`src/hdl/ppt_pkg.sv`:
```
// Shared types, codes and constants for the partial permutation table.
package ppt_pkg;

	// Fixed field widths
	localparam int MODE_W  = 3;
	localparam int INDEX_W = 6;
	localparam int IMAGE_W = 7;
	localparam int COUNT_W = 7;
	localparam int CFG_W   = 7;

	// Default table depths
	localparam int MAX_DOMAIN_DEF = 64;
	localparam int MAX_RANGE_DEF  = 64;

	// Reset value of both size registers
	localparam logic [CFG_W-1:0] SIZE_RESET = 7'd64;

	// Configuration register indexes
	localparam logic REG_DOMAIN_SIZE = 1'b0;
	localparam logic REG_RANGE_SIZE  = 1'b1;

	// Operation codes
	typedef enum logic [MODE_W-1:0] {
		MODE_APPEND     = 3'd0,
		MODE_SWAP       = 3'd1,
		MODE_REMOVE     = 3'd2,
		MODE_CLEAR      = 3'd3,
		MODE_FWD_LOOKUP = 3'd4,
		MODE_REV_LOOKUP = 3'd5
	} mode_t;

	// Sequencer states
	typedef enum logic [3:0] {
		ST_IDLE,
		ST_EXEC,
		ST_SW_RD,
		ST_SW_W1,
		ST_SW_W2,
		ST_RM_HEAD,
		ST_RM_SHIFT,
		ST_RM_TAIL,
		ST_DONE
	} state_t;

	// Source of the lookup field of a result
	typedef enum logic [1:0] {
		LOOK_NONE,
		LOOK_FWD,
		LOOK_REV
	} look_t;

endpackage

```
`src/hdl/ppt_if.sv`:
```
// Command and response channel interfaces of the partial permutation table.
interface ppt_cmd_if;
	logic                               valid;
	logic                               ready;
	logic [ppt_pkg::MODE_W-1:0]         mode;
	logic [ppt_pkg::INDEX_W-1:0]        index_a;
	logic [ppt_pkg::INDEX_W-1:0]        index_b;
	logic signed [ppt_pkg::IMAGE_W-1:0] image_value;

	modport source (output valid, mode, index_a, index_b, image_value, input ready);
	modport sink (input valid, mode, index_a, index_b, image_value, output ready);
endinterface

interface ppt_rsp_if;
	logic                               valid;
	logic                               ready;
	logic signed [ppt_pkg::IMAGE_W-1:0] lookup_value;
	logic [ppt_pkg::COUNT_W-1:0]        defined_count;
	logic                               is_full;
	logic                               error;

	modport source (output valid, lookup_value, defined_count, is_full, error, input ready);
	modport sink (input valid, lookup_value, defined_count, is_full, error, output ready);
endinterface

```
`src/hdl/partial_permutation_table_core.sv`:
```
// Partial permutation table: forward/reverse tables with a sequencer over one table port each.
//
// Usage:
//   cmd (valid/ready) carries one operation per beat: append, swap, remove and
//   add back, clear, forward lookup or reverse lookup. rsp (valid/ready) returns
//   exactly one beat per command with the lookup value (-1 if none), the defined
//   count, the full flag and the refused-append flag.
//   cfg_we/cfg_index/cfg_data write domain_size (index 0) and range_size
//   (index 1); write them only while no command is in flight.
// Sequencing:
//   cmd.ready is high only in idle. Append, clear, lookups and ignored commands
//   go from EXEC to DONE; swap passes through SW_RD, SW_W1 and SW_W2; remove
//   passes through RM_HEAD, a walk in RM_SHIFT over the shifted entries and
//   RM_TAIL. The next command is taken only after DONE has loaded the response
//   register, so the remove walk sets the worst-case period.
// Reset:
//   arst_n clears the valid bits of both tables (entries read as -1), the count
//   and the sequencer; both sizes return to 64. No clearing pass is needed.
// Stall:
//   the response sits in an output register; a new command is accepted while
//   it waits, and the sequencer holds in its last step until the register frees.
module partial_permutation_table_core #(
	parameter int MAX_DOMAIN = ppt_pkg::MAX_DOMAIN_DEF,
	parameter int MAX_RANGE  = ppt_pkg::MAX_RANGE_DEF
) (
	input  logic                      clk,
	input  logic                      arst_n,
	input  logic                      cfg_we,
	input  logic                      cfg_index,
	input  logic [ppt_pkg::CFG_W-1:0] cfg_data,
	ppt_cmd_if.sink                   cmd,
	ppt_rsp_if.source                 rsp
);

	localparam int IW  = $clog2(MAX_DOMAIN);
	localparam int RIW = $clog2(MAX_RANGE);
	localparam int CW  = IW + 1;
	localparam int DW  = (CW > ppt_pkg::CFG_W) ? CW : ppt_pkg::CFG_W;
	localparam int RDW = (RIW + 1 > ppt_pkg::CFG_W) ? RIW + 1 : ppt_pkg::CFG_W;
	localparam int RVW = (CW > ppt_pkg::IMAGE_W) ? CW : ppt_pkg::IMAGE_W;
	localparam int VW  = ppt_pkg::IMAGE_W;

	// Configuration registers
	logic [ppt_pkg::CFG_W-1:0] domain_size_q;
	logic [ppt_pkg::CFG_W-1:0] range_size_q;

	always_ff @(posedge clk or negedge arst_n) begin
		if (!arst_n) begin
			domain_size_q <= ppt_pkg::SIZE_RESET;
			range_size_q  <= ppt_pkg::SIZE_RESET;
		end else if (cfg_we) begin
			case (cfg_index)
				ppt_pkg::REG_DOMAIN_SIZE: domain_size_q <= cfg_data;
				ppt_pkg::REG_RANGE_SIZE:  range_size_q  <= cfg_data;
				default: ;
			endcase
		end
	end

	// Effective sizes, clamped to 1..MAX
	logic [DW-1:0]  dom;
	logic [RDW-1:0] rng;

	always_comb begin
		if (domain_size_q == '0)
			dom = DW'(1);
		else if (DW'(domain_size_q) > DW'(MAX_DOMAIN))
			dom = DW'(MAX_DOMAIN);
		else
			dom = DW'(domain_size_q);
		if (range_size_q == '0)
			rng = RDW'(1);
		else if (RDW'(range_size_q) > RDW'(MAX_RANGE))
			rng = RDW'(MAX_RANGE);
		else
			rng = RDW'(range_size_q);
	end

	// Command registers
	ppt_pkg::state_t             state_q, state_d;
	ppt_pkg::mode_t              mode_q;
	logic [ppt_pkg::INDEX_W-1:0] ia_q;
	logic [ppt_pkg::INDEX_W-1:0] ib_q;
	logic [VW-1:0]               img_q;

	always_ff @(posedge clk) begin
		if (cmd.valid && cmd.ready) begin
			mode_q <= ppt_pkg::mode_t'(cmd.mode);
			ia_q   <= cmd.index_a;
			ib_q   <= cmd.index_b;
			img_q  <= cmd.image_value;
		end
	end

	assign cmd.ready = (state_q == ppt_pkg::ST_IDLE);

	// Tables: one write and one registered read per cycle each
	logic [VW-1:0]        fwd_mem [MAX_DOMAIN];
	logic [RVW-1:0]       rev_mem [MAX_RANGE];
	logic [MAX_DOMAIN-1:0] fwd_vld_q;
	logic [MAX_RANGE-1:0]  rev_vld_q;
	logic [VW-1:0]        fwd_rd_q;
	logic                 fwd_rdv_q;
	logic [RVW-1:0]       rev_rd_q;
	logic                 rev_rdv_q;

	logic           fwd_re, fwd_we, rev_re, rev_we, clear_tbl;
	logic [IW-1:0]  fwd_ra, fwd_wa;
	logic [RIW-1:0] rev_ra, rev_wa;
	logic [VW-1:0]  fwd_wd;
	logic [RVW-1:0] rev_wd;

	always_ff @(posedge clk) begin
		if (fwd_we)
			fwd_mem[fwd_wa] <= fwd_wd;
		if (fwd_re) begin
			fwd_rd_q  <= fwd_mem[fwd_ra];
			fwd_rdv_q <= fwd_vld_q[fwd_ra];
		end
		if (rev_we)
			rev_mem[rev_wa] <= rev_wd;
		if (rev_re) begin
			rev_rd_q  <= rev_mem[rev_ra];
			rev_rdv_q <= rev_vld_q[rev_ra];
		end
	end

	// Valid bits: an entry never written since clear reads as -1
	always_ff @(posedge clk or negedge arst_n) begin
		if (!arst_n) begin
			fwd_vld_q <= '0;
			rev_vld_q <= '0;
		end else if (clear_tbl) begin
			fwd_vld_q <= '0;
			rev_vld_q <= '0;
		end else begin
			if (fwd_we)
				fwd_vld_q[fwd_wa] <= 1'b1;
			if (rev_we)
				rev_vld_q[rev_wa] <= 1'b1;
		end
	end

	logic [VW-1:0]  fwd_val;
	logic [RVW-1:0] rev_val;

	assign fwd_val = fwd_rdv_q ? fwd_rd_q : '1;
	assign rev_val = rev_rdv_q ? rev_rd_q : '1;

	// Sequencer datapath registers
	logic [CW-1:0]    total_q;
	logic [IW-1:0]    rm_idx_q;
	logic [VW-1:0]    v1_q;
	ppt_pkg::look_t   look_q;
	logic             err_q;
	logic             out_valid_q;
	logic [VW-1:0]    lookup_q;
	logic [ppt_pkg::COUNT_W-1:0] count_q;
	logic             full_q;
	logic             error_q;

	logic           cnt_inc, cnt_clr, idx_ld, idx_inc, v1_ld, look_ld, err_ld, out_ld;
	ppt_pkg::look_t look_d;
	logic           err_d;

	// Operand checks
	logic          ia_ok, ib_ok, img_ok;
	logic [VW-1:0] nv;
	logic [DW-1:0] idx_next1, idx_next2;

	assign ia_ok     = DW'(ia_q) < dom;
	assign ib_ok     = DW'(ib_q) < dom;
	assign img_ok    = !img_q[VW-1] && (RDW'(img_q[VW-2:0]) < rng);
	assign nv        = img_ok ? img_q : '1;
	assign idx_next1 = DW'(rm_idx_q) + DW'(1);
	assign idx_next2 = DW'(rm_idx_q) + DW'(2);

	// Next state and table controls
	always_comb begin
		state_d   = state_q;
		fwd_re    = 1'b0;
		fwd_ra    = IW'(ia_q);
		fwd_we    = 1'b0;
		fwd_wa    = rm_idx_q;
		fwd_wd    = fwd_val;
		rev_re    = 1'b0;
		rev_ra    = RIW'(img_q[VW-2:0]);
		rev_we    = 1'b0;
		rev_wa    = RIW'(fwd_val[VW-2:0]);
		rev_wd    = RVW'(rm_idx_q);
		clear_tbl = 1'b0;
		cnt_inc   = 1'b0;
		cnt_clr   = 1'b0;
		idx_ld    = 1'b0;
		idx_inc   = 1'b0;
		v1_ld     = 1'b0;
		look_ld   = 1'b0;
		look_d    = ppt_pkg::LOOK_NONE;
		err_ld    = 1'b0;
		err_d     = 1'b0;
		out_ld    = 1'b0;
		case (state_q)
			ppt_pkg::ST_IDLE: begin
				if (cmd.valid)
					state_d = ppt_pkg::ST_EXEC;
			end
			ppt_pkg::ST_EXEC: begin
				look_ld = 1'b1;
				err_ld  = 1'b1;
				state_d = ppt_pkg::ST_DONE;
				case (mode_q)
					ppt_pkg::MODE_APPEND: begin
						if (DW'(total_q) >= dom) begin
							err_d = 1'b1;
						end else if (img_ok) begin
							fwd_we  = 1'b1;
							fwd_wa  = total_q[IW-1:0];
							fwd_wd  = img_q;
							rev_we  = 1'b1;
							rev_wa  = RIW'(img_q[VW-2:0]);
							rev_wd  = RVW'(total_q);
							cnt_inc = 1'b1;
						end
					end
					ppt_pkg::MODE_SWAP: begin
						if (ia_ok && ib_ok) begin
							fwd_re  = 1'b1;
							fwd_ra  = IW'(ia_q);
							state_d = ppt_pkg::ST_SW_RD;
						end
					end
					ppt_pkg::MODE_REMOVE: begin
						if (ia_ok) begin
							fwd_re  = 1'b1;
							fwd_ra  = IW'(ia_q);
							idx_ld  = 1'b1;
							state_d = ppt_pkg::ST_RM_HEAD;
						end
					end
					ppt_pkg::MODE_CLEAR: begin
						clear_tbl = 1'b1;
						cnt_clr   = 1'b1;
					end
					ppt_pkg::MODE_FWD_LOOKUP: begin
						if (ia_ok) begin
							fwd_re = 1'b1;
							fwd_ra = IW'(ia_q);
							look_d = ppt_pkg::LOOK_FWD;
						end
					end
					ppt_pkg::MODE_REV_LOOKUP: begin
						if (img_ok) begin
							rev_re = 1'b1;
							rev_ra = RIW'(img_q[VW-2:0]);
							look_d = ppt_pkg::LOOK_REV;
						end
					end
					default: ;
				endcase
			end
			// Swap: read second image while holding the first
			ppt_pkg::ST_SW_RD: begin
				v1_ld   = 1'b1;
				fwd_re  = 1'b1;
				fwd_ra  = IW'(ib_q);
				state_d = ppt_pkg::ST_SW_W1;
			end
			ppt_pkg::ST_SW_W1: begin
				fwd_we  = 1'b1;
				fwd_wa  = IW'(ib_q);
				fwd_wd  = v1_q;
				rev_we  = !v1_q[VW-1];
				rev_wa  = RIW'(v1_q[VW-2:0]);
				rev_wd  = RVW'(ib_q);
				state_d = ppt_pkg::ST_SW_W2;
			end
			ppt_pkg::ST_SW_W2: begin
				fwd_we  = 1'b1;
				fwd_wa  = IW'(ia_q);
				fwd_wd  = fwd_val;
				rev_we  = !fwd_val[VW-1];
				rev_wa  = RIW'(fwd_val[VW-2:0]);
				rev_wd  = RVW'(ia_q);
				state_d = ppt_pkg::ST_DONE;
			end
			// Remove: drop the old image's reverse entry, then start the walk
			ppt_pkg::ST_RM_HEAD: begin
				rev_we = !fwd_val[VW-1];
				rev_wa = RIW'(fwd_val[VW-2:0]);
				rev_wd = '1;
				if (idx_next1 < dom) begin
					fwd_re  = 1'b1;
					fwd_ra  = IW'(idx_next1);
					state_d = ppt_pkg::ST_RM_SHIFT;
				end else begin
					state_d = ppt_pkg::ST_RM_TAIL;
				end
			end
			// Shift one defined entry down per cycle, prefetching the next
			ppt_pkg::ST_RM_SHIFT: begin
				if (fwd_val[VW-1]) begin
					state_d = ppt_pkg::ST_RM_TAIL;
				end else begin
					fwd_we  = 1'b1;
					fwd_wa  = rm_idx_q;
					fwd_wd  = fwd_val;
					rev_we  = 1'b1;
					rev_wa  = RIW'(fwd_val[VW-2:0]);
					rev_wd  = RVW'(rm_idx_q);
					idx_inc = 1'b1;
					if (idx_next2 < dom) begin
						fwd_re = 1'b1;
						fwd_ra = IW'(idx_next2);
					end else begin
						state_d = ppt_pkg::ST_RM_TAIL;
					end
				end
			end
			ppt_pkg::ST_RM_TAIL: begin
				fwd_we  = 1'b1;
				fwd_wa  = rm_idx_q;
				fwd_wd  = nv;
				rev_we  = !nv[VW-1];
				rev_wa  = RIW'(nv[VW-2:0]);
				rev_wd  = RVW'(rm_idx_q);
				state_d = ppt_pkg::ST_DONE;
			end
			// Hand the result to the output register once it is free
			ppt_pkg::ST_DONE: begin
				if (!out_valid_q || rsp.ready) begin
					out_ld  = 1'b1;
					state_d = ppt_pkg::ST_IDLE;
				end
			end
			default: state_d = ppt_pkg::ST_IDLE;
		endcase
	end

	always_ff @(posedge clk or negedge arst_n) begin
		if (!arst_n)
			state_q <= ppt_pkg::ST_IDLE;
		else
			state_q <= state_d;
	end

	// Defined count
	always_ff @(posedge clk or negedge arst_n) begin
		if (!arst_n)
			total_q <= '0;
		else if (cnt_clr)
			total_q <= '0;
		else if (cnt_inc)
			total_q <= total_q + CW'(1);
	end

	// Walk index, held first image, lookup source and error flag
	always_ff @(posedge clk) begin
		if (idx_ld)
			rm_idx_q <= IW'(ia_q);
		else if (idx_inc)
			rm_idx_q <= rm_idx_q + IW'(1);
		if (v1_ld)
			v1_q <= fwd_val;
		if (look_ld)
			look_q <= look_d;
		if (err_ld)
			err_q <= err_d;
	end

	// Response register
	logic [VW-1:0] lookup_d;

	always_comb begin
		case (look_q)
			ppt_pkg::LOOK_FWD: lookup_d = fwd_val;
			ppt_pkg::LOOK_REV: lookup_d = rev_val[VW-1:0];
			default:           lookup_d = '1;
		endcase
	end

	always_ff @(posedge clk or negedge arst_n) begin
		if (!arst_n)
			out_valid_q <= 1'b0;
		else if (out_ld)
			out_valid_q <= 1'b1;
		else if (rsp.ready)
			out_valid_q <= 1'b0;
	end

	always_ff @(posedge clk) begin
		if (out_ld) begin
			lookup_q <= lookup_d;
			count_q  <= ppt_pkg::COUNT_W'(total_q);
			full_q   <= (DW'(total_q) == dom);
			error_q  <= err_q;
		end
	end

	assign rsp.valid         = out_valid_q;
	assign rsp.lookup_value  = lookup_q;
	assign rsp.defined_count = count_q;
	assign rsp.is_full       = full_q;
	assign rsp.error         = error_q;

	// Count never exceeds the table depth
	a_count_bound: assert property (@(posedge clk) disable iff (!arst_n)
		DW'(total_q) <= DW'(MAX_DOMAIN))
		else $error("defined count beyond table depth");

	// A clear empties the count on the next edge
	a_clear_count: assert property (@(posedge clk) disable iff (!arst_n)
		(state_q == ppt_pkg::ST_EXEC && mode_q == ppt_pkg::MODE_CLEAR) |=> (total_q == '0))
		else $error("count not zero after clear");

	// Clearing the valid bits never coincides with a table write
	a_clear_excl: assert property (@(posedge clk) disable iff (!arst_n)
		clear_tbl |-> (!fwd_we && !rev_we))
		else $error("table write during clear");

	// The remove walk always has a next entry inside the domain
	a_walk_bound: assert property (@(posedge clk) disable iff (!arst_n)
		(state_q == ppt_pkg::ST_RM_SHIFT) |-> (idx_next1 < dom))
		else $error("remove walk beyond domain size");

endmodule

```
`src/flat_wrapper.sv`:
```
// flat-port wrapper written by rule: the top's interface ports become plain ports
module partial_permutation_table_core_flat 
#(
	parameter int MAX_DOMAIN = ppt_pkg::MAX_DOMAIN_DEF,
	parameter int MAX_RANGE  = ppt_pkg::MAX_RANGE_DEF
)
  (clk, arst_n, cfg_we, cfg_index, cfg_data, cmd_valid, cmd_mode, cmd_index_a, cmd_index_b, cmd_image_value, cmd_ready, rsp_valid, rsp_lookup_value, rsp_defined_count, rsp_is_full, rsp_error, rsp_ready);
  ppt_cmd_if cmd_i ();
  ppt_rsp_if rsp_i ();
  input  logic clk;
  input  logic arst_n;
  input  logic cfg_we;
  input  logic cfg_index;
  input  logic [ppt_pkg::CFG_W-1:0] cfg_data;
  input wire logic [$bits(cmd_i.valid)-1:0] cmd_valid;
  input wire logic [$bits(cmd_i.mode)-1:0] cmd_mode;
  input wire logic [$bits(cmd_i.index_a)-1:0] cmd_index_a;
  input wire logic [$bits(cmd_i.index_b)-1:0] cmd_index_b;
  input wire logic [$bits(cmd_i.image_value)-1:0] cmd_image_value;
  output wire logic [$bits(cmd_i.ready)-1:0] cmd_ready;
  output wire logic [$bits(rsp_i.valid)-1:0] rsp_valid;
  output wire logic [$bits(rsp_i.lookup_value)-1:0] rsp_lookup_value;
  output wire logic [$bits(rsp_i.defined_count)-1:0] rsp_defined_count;
  output wire logic [$bits(rsp_i.is_full)-1:0] rsp_is_full;
  output wire logic [$bits(rsp_i.error)-1:0] rsp_error;
  input wire logic [$bits(rsp_i.ready)-1:0] rsp_ready;
  assign cmd_i.valid = cmd_valid;
  assign cmd_i.mode = cmd_mode;
  assign cmd_i.index_a = cmd_index_a;
  assign cmd_i.index_b = cmd_index_b;
  assign cmd_i.image_value = cmd_image_value;
  assign cmd_ready = cmd_i.ready;
  assign rsp_valid = rsp_i.valid;
  assign rsp_lookup_value = rsp_i.lookup_value;
  assign rsp_defined_count = rsp_i.defined_count;
  assign rsp_is_full = rsp_i.is_full;
  assign rsp_error = rsp_i.error;
  assign rsp_i.ready = rsp_ready;
  partial_permutation_table_core #(.MAX_DOMAIN(MAX_DOMAIN), .MAX_RANGE(MAX_RANGE)) u_core (.clk(clk), .arst_n(arst_n), .cfg_we(cfg_we), .cfg_index(cfg_index), .cfg_data(cfg_data), .cmd(cmd_i), .rsp(rsp_i));
endmodule
```
`config.mk`:
```
export PLATFORM = sky130hd
export DESIGN_NAME = partial_permutation_table_core_flat
export DESIGN_NICKNAME = d
export VERILOG_FILES = /design/src/hdl/ppt_pkg.sv /design/src/hdl/ppt_if.sv /design/src/hdl/partial_permutation_table_core.sv /design/src/flat_wrapper.sv
export SDC_FILE = /design/constraint.sdc
export NUM_CORES = 1
export LEC_CHECK = 0
export BUFFER_PORTS_ARGS = -buffer_cell sky130_fd_sc_hd__buf_2
export CAP_MARGIN = 20
export CELL_PAD_IN_SITES_DETAIL_PLACEMENT = 1
export CELL_PAD_IN_SITES_GLOBAL_PLACEMENT = 1
export CORE_MARGIN = 2
export CORE_UTILIZATION = 48
export CTS_CLUSTER_DIAMETER = 60
export DETAILED_ROUTE_END_ITERATION = 10
export PLACE_DENSITY = 0.83
export SLEW_MARGIN = 0
export SYNTH_ARGS = -nofsm -noshare
export SYNTH_HDL_FRONTEND = slang
export SYNTH_SLANG_ARGS = --single-unit
```
`constraint.sdc`:
```
create_clock -name clk -period 5.3 [get_ports clk]
set_clock_uncertainty 0.1 [all_clocks]
set_input_delay 1.06 -clock clk [delete_from_list [all_inputs] [get_ports clk]]
set_output_delay 1.06 -clock clk [all_outputs]
set_load 0.005 [all_outputs]
```
# After elaboration in Yosys (flattened, before gate mapping)
# Memory sizes are Yosys's and may differ from the RTL's. A register that Yosys moved wholly into a read port is not among the register bits.
# Cells that the tools add are included.
# word_totals
word_cells	179
memories	2
ramBits	896
register_bits	210
inputBits	35
output_inout_bits	18
# mem_list
memory	depth	width	read_ports	rd_ports_with_merged_regs	wr	line	source
u_core.fwd_mem	64	7	1	1	1	partial_permutation_table_core.sv:98	logic [VW-1:0] fwd_mem [MAX_DOMAIN];
u_core.rev_mem	64	7	1	1	1	partial_permutation_table_core.sv:99	logic [RVW-1:0] rev_mem [MAX_RANGE];
# op_classes
n_mux	88
add_sub_neg	4
eq_ne	19
reduce_logical	28
magnitude_cmp	14
bitwise_logic	3
# op_table
operator	n
$mux 64	4
$or 64x64->64	2
$mux 7	15
$mux 6	11
$pmux 6 s3	3
$mux 1	34
$pmux 4 s8	1
$lt 6x7->1 const B	4
$pmux 7 s4	1
$mux 4	6
$lt 6x7->1	3
$pmux 7 s3	1
$eq 4x3->1 const B	4
$gt 7x7->1 const B	2
$logic_not 7->1	2
$lt 7x7->1	2
$pmux 7 s2	1
$bmux 1 s6	2
$demux 1 s6	2
$ge 6x1->1 const B	2
$reduce_bool 2->1	5
$eq 4x2->1 const B	2
$pmux 4 s2	1
$add 6x1->7 const B	1
other kinds (31)	45

# Logic depth before layout (Yosys ltp)
# logic_depth
word_depth	16
ltp_mapped	18
mapped_depth_nobuf	16

# Worst setup path before layout
# OpenSTA, ideal clock, no wires.
# synth_path
kind	reg2reg
startpoint	reg u_core.domain_size_q[6] in the netlist's numbering
endpoint	mem u_core.fwd_mem[0][6] in the netlist's numbering (data pin)
stages_incl_launch_ff	16
required_time_ps	4498
period_less_slack_ps	5695
slack_ps	-395
arrival_time_ps	4893
setup_time_ps	702
cell_sequence	dfstp_2 -> nor3_1 -> a21oi_1 -> inv_1 -> ha_1 -> nand2b_1 -> a21o_1 -> a21o_1 -> a21oi_1 -> o21ai_0 -> nor4_1 -> nand2_2 -> buf_4 -> buf_6 -> a21oi_1 -> o21ai_0
# synth_via
elab_chain_cells	7
# synth_rtl
element	line	source
from (decl)	partial_permutation_table_core.sv:44	logic [ppt_pkg::CFG_W-1:0] domain_size_q;
from (signal assigned)	partial_permutation_table_core.sv:49	domain_size_q <= ppt_pkg::SIZE_RESET;
from (signal assigned)	partial_permutation_table_core.sv:53	ppt_pkg::REG_DOMAIN_SIZE: domain_size_q <= cfg_data;
$gt 7x7->1	partial_permutation_table_core.sv:67	else if (DW'(domain_size_q) > DW'(MAX_DOMAIN))
$mux 7	partial_permutation_table_core.sv:67	
$mux 7 *	partial_permutation_table_core.sv:65	if (domain_size_q == '0)
$ge 7x7->1 *	partial_permutation_table_core.sv:213	if (DW'(total_q) >= dom) begin
$mux 7 *	partial_permutation_table_core.sv:213	
$mux 7 *	partial_permutation_table_core.sv:211	case (mode_q)
$pmux 7 s3 *	partial_permutation_table_core.sv:202	case (state_q)
net u_core.fwd_wd[6]	partial_permutation_table_core.sv:110	logic [VW-1:0] fwd_wd;
to (decl)	partial_permutation_table_core.sv:98	
# Mark *: on every way through the listed nets, which the timed path passes. The rest lies on a longest branch.

# Worst setup path in the final report
# layout_path
startpoint	reg u_core.rm_idx_q[1]
endpoint	reg u_core.fwd_rdv_q (data pin)
# layout_via
elab_chain_cells	7
# layout_rtl
element	line	source
from (decl)	partial_permutation_table_core.sv:152	logic [IW-1:0] rm_idx_q;
from (signal assigned)	partial_permutation_table_core.sv:359	rm_idx_q <= IW'(ia_q);
from (signal assigned)	partial_permutation_table_core.sv:361	rm_idx_q <= rm_idx_q + IW'(1);
$add 6x2->7	partial_permutation_table_core.sv:176	assign idx_next2 = DW'(rm_idx_q) + DW'(2);
$lt 7x7->1	partial_permutation_table_core.sv:311	if (idx_next2 < dom) begin
$mux 6	partial_permutation_table_core.sv:311	
$mux 6	partial_permutation_table_core.sv:301	if (fwd_val[VW-1]) begin
$pmux 6 s3 *	partial_permutation_table_core.sv:202	
$bmux 1 s6 *	partial_permutation_table_core.sv:118	fwd_rdv_q <= fwd_vld_q[fwd_ra];
$mux 1 (not written as such) *	partial_permutation_table_core.sv:118	
to (signal assigned)	partial_permutation_table_core.sv:118	
to (decl)	partial_permutation_table_core.sv:103	logic fwd_rdv_q;
# Mark *: on every way between the ends. The rest lies on a longest branch, timed or not. The select of a mux whose other input is x is not followed.
# A chain may end at the register's enable or synchronous reset.

==> summary.txt <==
Route
  • Via Count: approximately 30000
  • DR DRC count: 0
  • Highest routed layer: met5
  • Wire length on met2: between 70 and 80 mm
  • Total detailed-routing wirelength: about 140 mm
  • Vias/cell: between 6 and 7
  • Final ANT Viol Nets: 0
  • Iter 0 DRT Violations: ~3600
  • DR WL/cell: 30.3 um
  • DR WL met3: roughly 11 mm
  • DRT Pass-1 Iters: 7
  • WL met1: roughly 52 mm

Place
  • Detailed Place HPWL: roughly 84 mm
  • Inst Count DP: ~4500
  • Placed Area: slightly below 50000 um^2
  • Count of input and output buffers: 52
  • Gpl congestion: roughly 0.92

Floorplan
  • Die area: between 90000 and 100000 um^2
  • IO Count: 53
  • Rows: 114
  • Die Span X: 315 um
  • Starting Density: around 48%
  • Die height: between 300 and 400 um
  • Core area: around 96000 um^2

Min path
  • HP Class: input port to async pin

Final layout
  • Area growth, synth to finish: 14.9%
  • Layout cells sized above 1: between 20 and 25%
  • Final net count: roughly 3400
  • Filler cells: ~9000
  • Design Area, Final: ~53000 um^2
  • Non-Filler Instances: between 4000 and 5000

Logic synthesis
  • Synth Cell Area: 46500 um^2
  • Yosys warns: 0
  • Asr flop ratio synth: about 14%
  • Sequential fraction of the synthesis area: 70.7%
  • Syn avg cell area: roughly 15 um^2
  • Instance count of the mapped netlist: approximately 3100
  • Post-synth top area cell: edfxtp_1
  • Most used DFF post-synth: edfxtp_1
  • Count of cell types in the netlist: a little under 90
  • Synth top area cells: edfxtp_1, mux4_2, dfrtp_1, nand2_1, nand3_1
  • Synth Register Bits: 1120
  • Mapped Nets: roughly 3200
  • Post-synth EDFFs: 966
  • Share of the synthesized area in the top cell type: slightly above 60%

Timing
  • RSZ-0062 raised after global routing: true
  • Final Hold Slack: 0.304 ns
  • FMAX: 192 MHz
  • Worst rel slew slack: between 20% and 30%
  • Final setup viols: 0
  • Final Hold Fails: 0
  • Final Cycle Share: around 98%
  • Final Slew Violations: 0
  • Final Critical Period: 5.22 ns
  • Fin Setup TNS: 0 ns
  • Worst Tran Pin Value: around 1.2 ns

Pwr
  • Design Power: between 20 and 30 mW
  • Gate power share: around 29%
  • Int Pwr: 18.5 mW
  • Power share of the sequential group: 42.0%
  • Sw Ratio: between 30% and 40%
  • Clock power share: around 29%
  • Sw power: 9.83 mW
  • Leak: between 15 and 20 nW
  • PwrDens: ~530 nW/um^2
  • Largest vdd supply drop: between 0.5 and 0.6 mV

Global routing
  • Global-route wire length before repair: between 200 and 250 mm
  • Vias in the first global route: about 32000
  • Initial antenna violation count: 6
  • Global route overflow: 0
  • Largest net degree at the start of global routing: 99
  • Total track usage: between 20% and 30%

Critical path
  • Worst-path maximum fanout: 33
  • CP startpoint kind: register
  • Slowest CP cell: nor4_1
  • Setup Crit Path Kind: register to register
  • Worst EP required: between 5 and 6 ns
  • Reg2Reg Depth: 16
  • Crit-path max cell delay: between 0.6 and 0.7 ns
  • Reg2reg start: u_core.rm_idx_q[1]$_DFFE_PP_
  • Crit path capture type: register
  • Crit path DAT: around 5.7 ns
  • R2r setup slk: ~0.080 ns
  • Crit-path cells: ha_1 > xnor2_1 > inv_1 > ha_1 > o21ai_0 > a221oi_1 > o211a_1 > nor3_4 > a222oi_1 > o211a_1 > nor2_2 > buf_12 > a32oi_1 > a31oi_1 > nor4_1 > and3_1
  • Reg-to-Reg End: u_core.fwd_rdv_q$_DFFE_PP_

Clocking
  • Bufs on Longest Clock Path: 3
  • Clk sinks: roughly 1100
  • CTS tree: built
  • Clock-pin slew on the worst setup and hold paths: about 0.06 ns
  • Clock root buffer: clkbuf_16
  • Num CTS Buffers: 110
  • # H-tree levels: 3
  • Clock Latency Late Sink: around 0.70 ns

Status
  • Status: finished clean

Job
  • Maxcap violations: 0
[per-layer routing]
| metal | GRT usage [%] | up-vias |
|---|---|---|
| met5 | 0 | - |
| met4 | 13.8 | 10 |
| met3 | 4.56 | 434 |
| met2 | 49.1 | 1801 |
| met1 | 36.4 | 15596 |
| li1 | - | 12356 |
[final cells by class]
type	instances	area (um^2)	area share, %
Clock buffer	147	2990	5.60
Sequential cell	1120	32900	61.5
Multi-Input combinational cell	1799	12900	24.2
Clock inverter	60	714	1.34
Inverter	29	110	0.206
Antenna cell	1	2.50	0.00468
Tap cell	1276	1600	2.99
Timing Repair Buffer	285	2190	4.10
[flip-flops by register name, indices dropped and copies added (netlist names), 64 cells and up]
name              cells
u_core.fwd_vld_q     64
u_core.rev_vld_q     64
u_core.fwd_mem      448
u_core.rev_mem      448
[metrics by stage]
stage	utilization, %	setup slack, ns
after CTS	55.2	0.0184
final	55.4	0.0800
after detailed placement	51.3	0.0584
after global routing	55.4	-0.0555
after global placement	51.3	0.241
after floorplan	-	0.0325
[power by group through the flow]
| stage | Clock (mW) | Sequential, mW | Combinational (mW) |
|---|---|---|---|
| 2_1_floorplan | 0 | 12.0 | 4.54 |
| 3_3_place_gp | 0 | 12.0 | 7.52 |
| 3_5_place_dp | 0 | 12.1 | 7.92 |
| 4_1_cts | 8.18 | 11.9 | 8.10 |
| 5_1_grt | 8.43 | 11.9 | 8.74 |
| 6_report | 8.11 | 11.9 | 8.34 |
[worst max path at each step]
stage                                             start                        endpoint  depth (start not counted)
floorplan           u_core.domain_size_q[6]$_DFFE_PN1P_  u_core.rev_mem[7][0]$_DFFE_PP_                         18
global route               u_core.rm_idx_q[1]$_DFFE_PP_      u_core.fwd_rdv_q$_DFFE_PP_                         16
CTS                        u_core.rm_idx_q[1]$_DFFE_PP_    u_core.fwd_rd_q[2]$_DFFE_PP_                         17
global placement           u_core.rm_idx_q[1]$_DFFE_PP_    u_core.fwd_rd_q[2]$_DFFE_PP_                         16
detailed placement         u_core.rm_idx_q[1]$_DFFE_PP_    u_core.fwd_rd_q[2]$_DFFE_PP_                         16
finish                     u_core.rm_idx_q[1]$_DFFE_PP_      u_core.fwd_rdv_q$_DFFE_PP_                         16
[critical path: cells and delay by family (launching register included)]
kind | cells | cell delay [ns]
XOR/XNOR | 1 | 0.29
buffers and inverters | 2 | 0.28
AND/OR/NAND/NOR | 4 | 1.14
AO/OA/AOI/OAI | 7 | 2.17
flip-flops | 1 | 0.50
adder cells (fa/ha/maj) | 2 | 0.58
[cell usage in the layout (no fill, tap or decap), types with 11 or more instances in the layout]
master	count
a21o_1	49
a21oi_1	90
a31oi_1	33
a32oi_1	30
buf_12	12
buf_2	52
buf_4	218
bufinv_16	13
clkbuf_1	27
clkbuf_16	110
clkinv_1	15
clkinv_2	14
dfrtp_1	152
edfxtp_1	966
ha_1	37
inv_1	23
mux2_2	18
mux2i_1	34
mux4_2	170
nand2_1	536
nand2b_1	39
nand3_1	207
nand4_1	11
nor2_1	193
nor3_1	13
nor4_1	20
o21a_1	40
o21ai_0	67
o31ai_1	25
[kinds of logic (layout without fill, tap and decap cells)]
group / after synthesis / in the layout / share of synthesized area [%]
AOI/OAI and AO/OA: 424 / 424 / 6.21
xor gates and xnor gates: 14 / 14 / 0.323
adders and majority gates: 37 / 37 / 0.995
buffers and inverters: 204 / 521 / 1.86
DFF: 1120 / 1120 / 70.7
muxes: 222 / 222 / 9.40
other: 0 / 1 / 0
and+or+nand+nor: 1102 / 1102 / 10.5
[synth_stat cells (4+ instances only)]
cell / n
o211ai_1: 6
mux4_2: 170
dfrtp_1: 152
mux2_2: 18
buf_4: 6
xnor2_1: 8
and4_1: 7
a31oi_1: 33
o21a_1: 40
a222oi_1: 4
clkbuf_1: 79
nand4_2: 8
ha_1: 37
nand4_1: 11
o31ai_1: 25
buf_1: 33
xor2_1: 4
nor2b_1: 6
a21oi_1: 94
a32oi_1: 30
or4_1: 6
nor2_1: 204
and2_1: 4
inv_1: 28
edfxtp_1: 966
nor3_1: 13
mux2i_1: 34
o22ai_1: 9
a211oi_1: 6
o21ai_1: 5
and3_1: 5
nand2b_1: 39
a21o_1: 49
nand2_1: 539
a22oi_1: 6
or3_1: 4
buf_2: 55
a221o_1: 8
o21ai_0: 68
nor4_1: 22
nand3_1: 209
[repair_timing]
| action | CTS | global route |
|---|---|---|
| setup endpoints to repair | 15 | 273 |
| pin swaps | 0 | 3 |
| resized for setup | 3 | 17 |
| buffers inserted | 0 | 8 |
| hold buffers | 0 | 0 |
No activity file was read; power rests on OpenSTA's default activity.
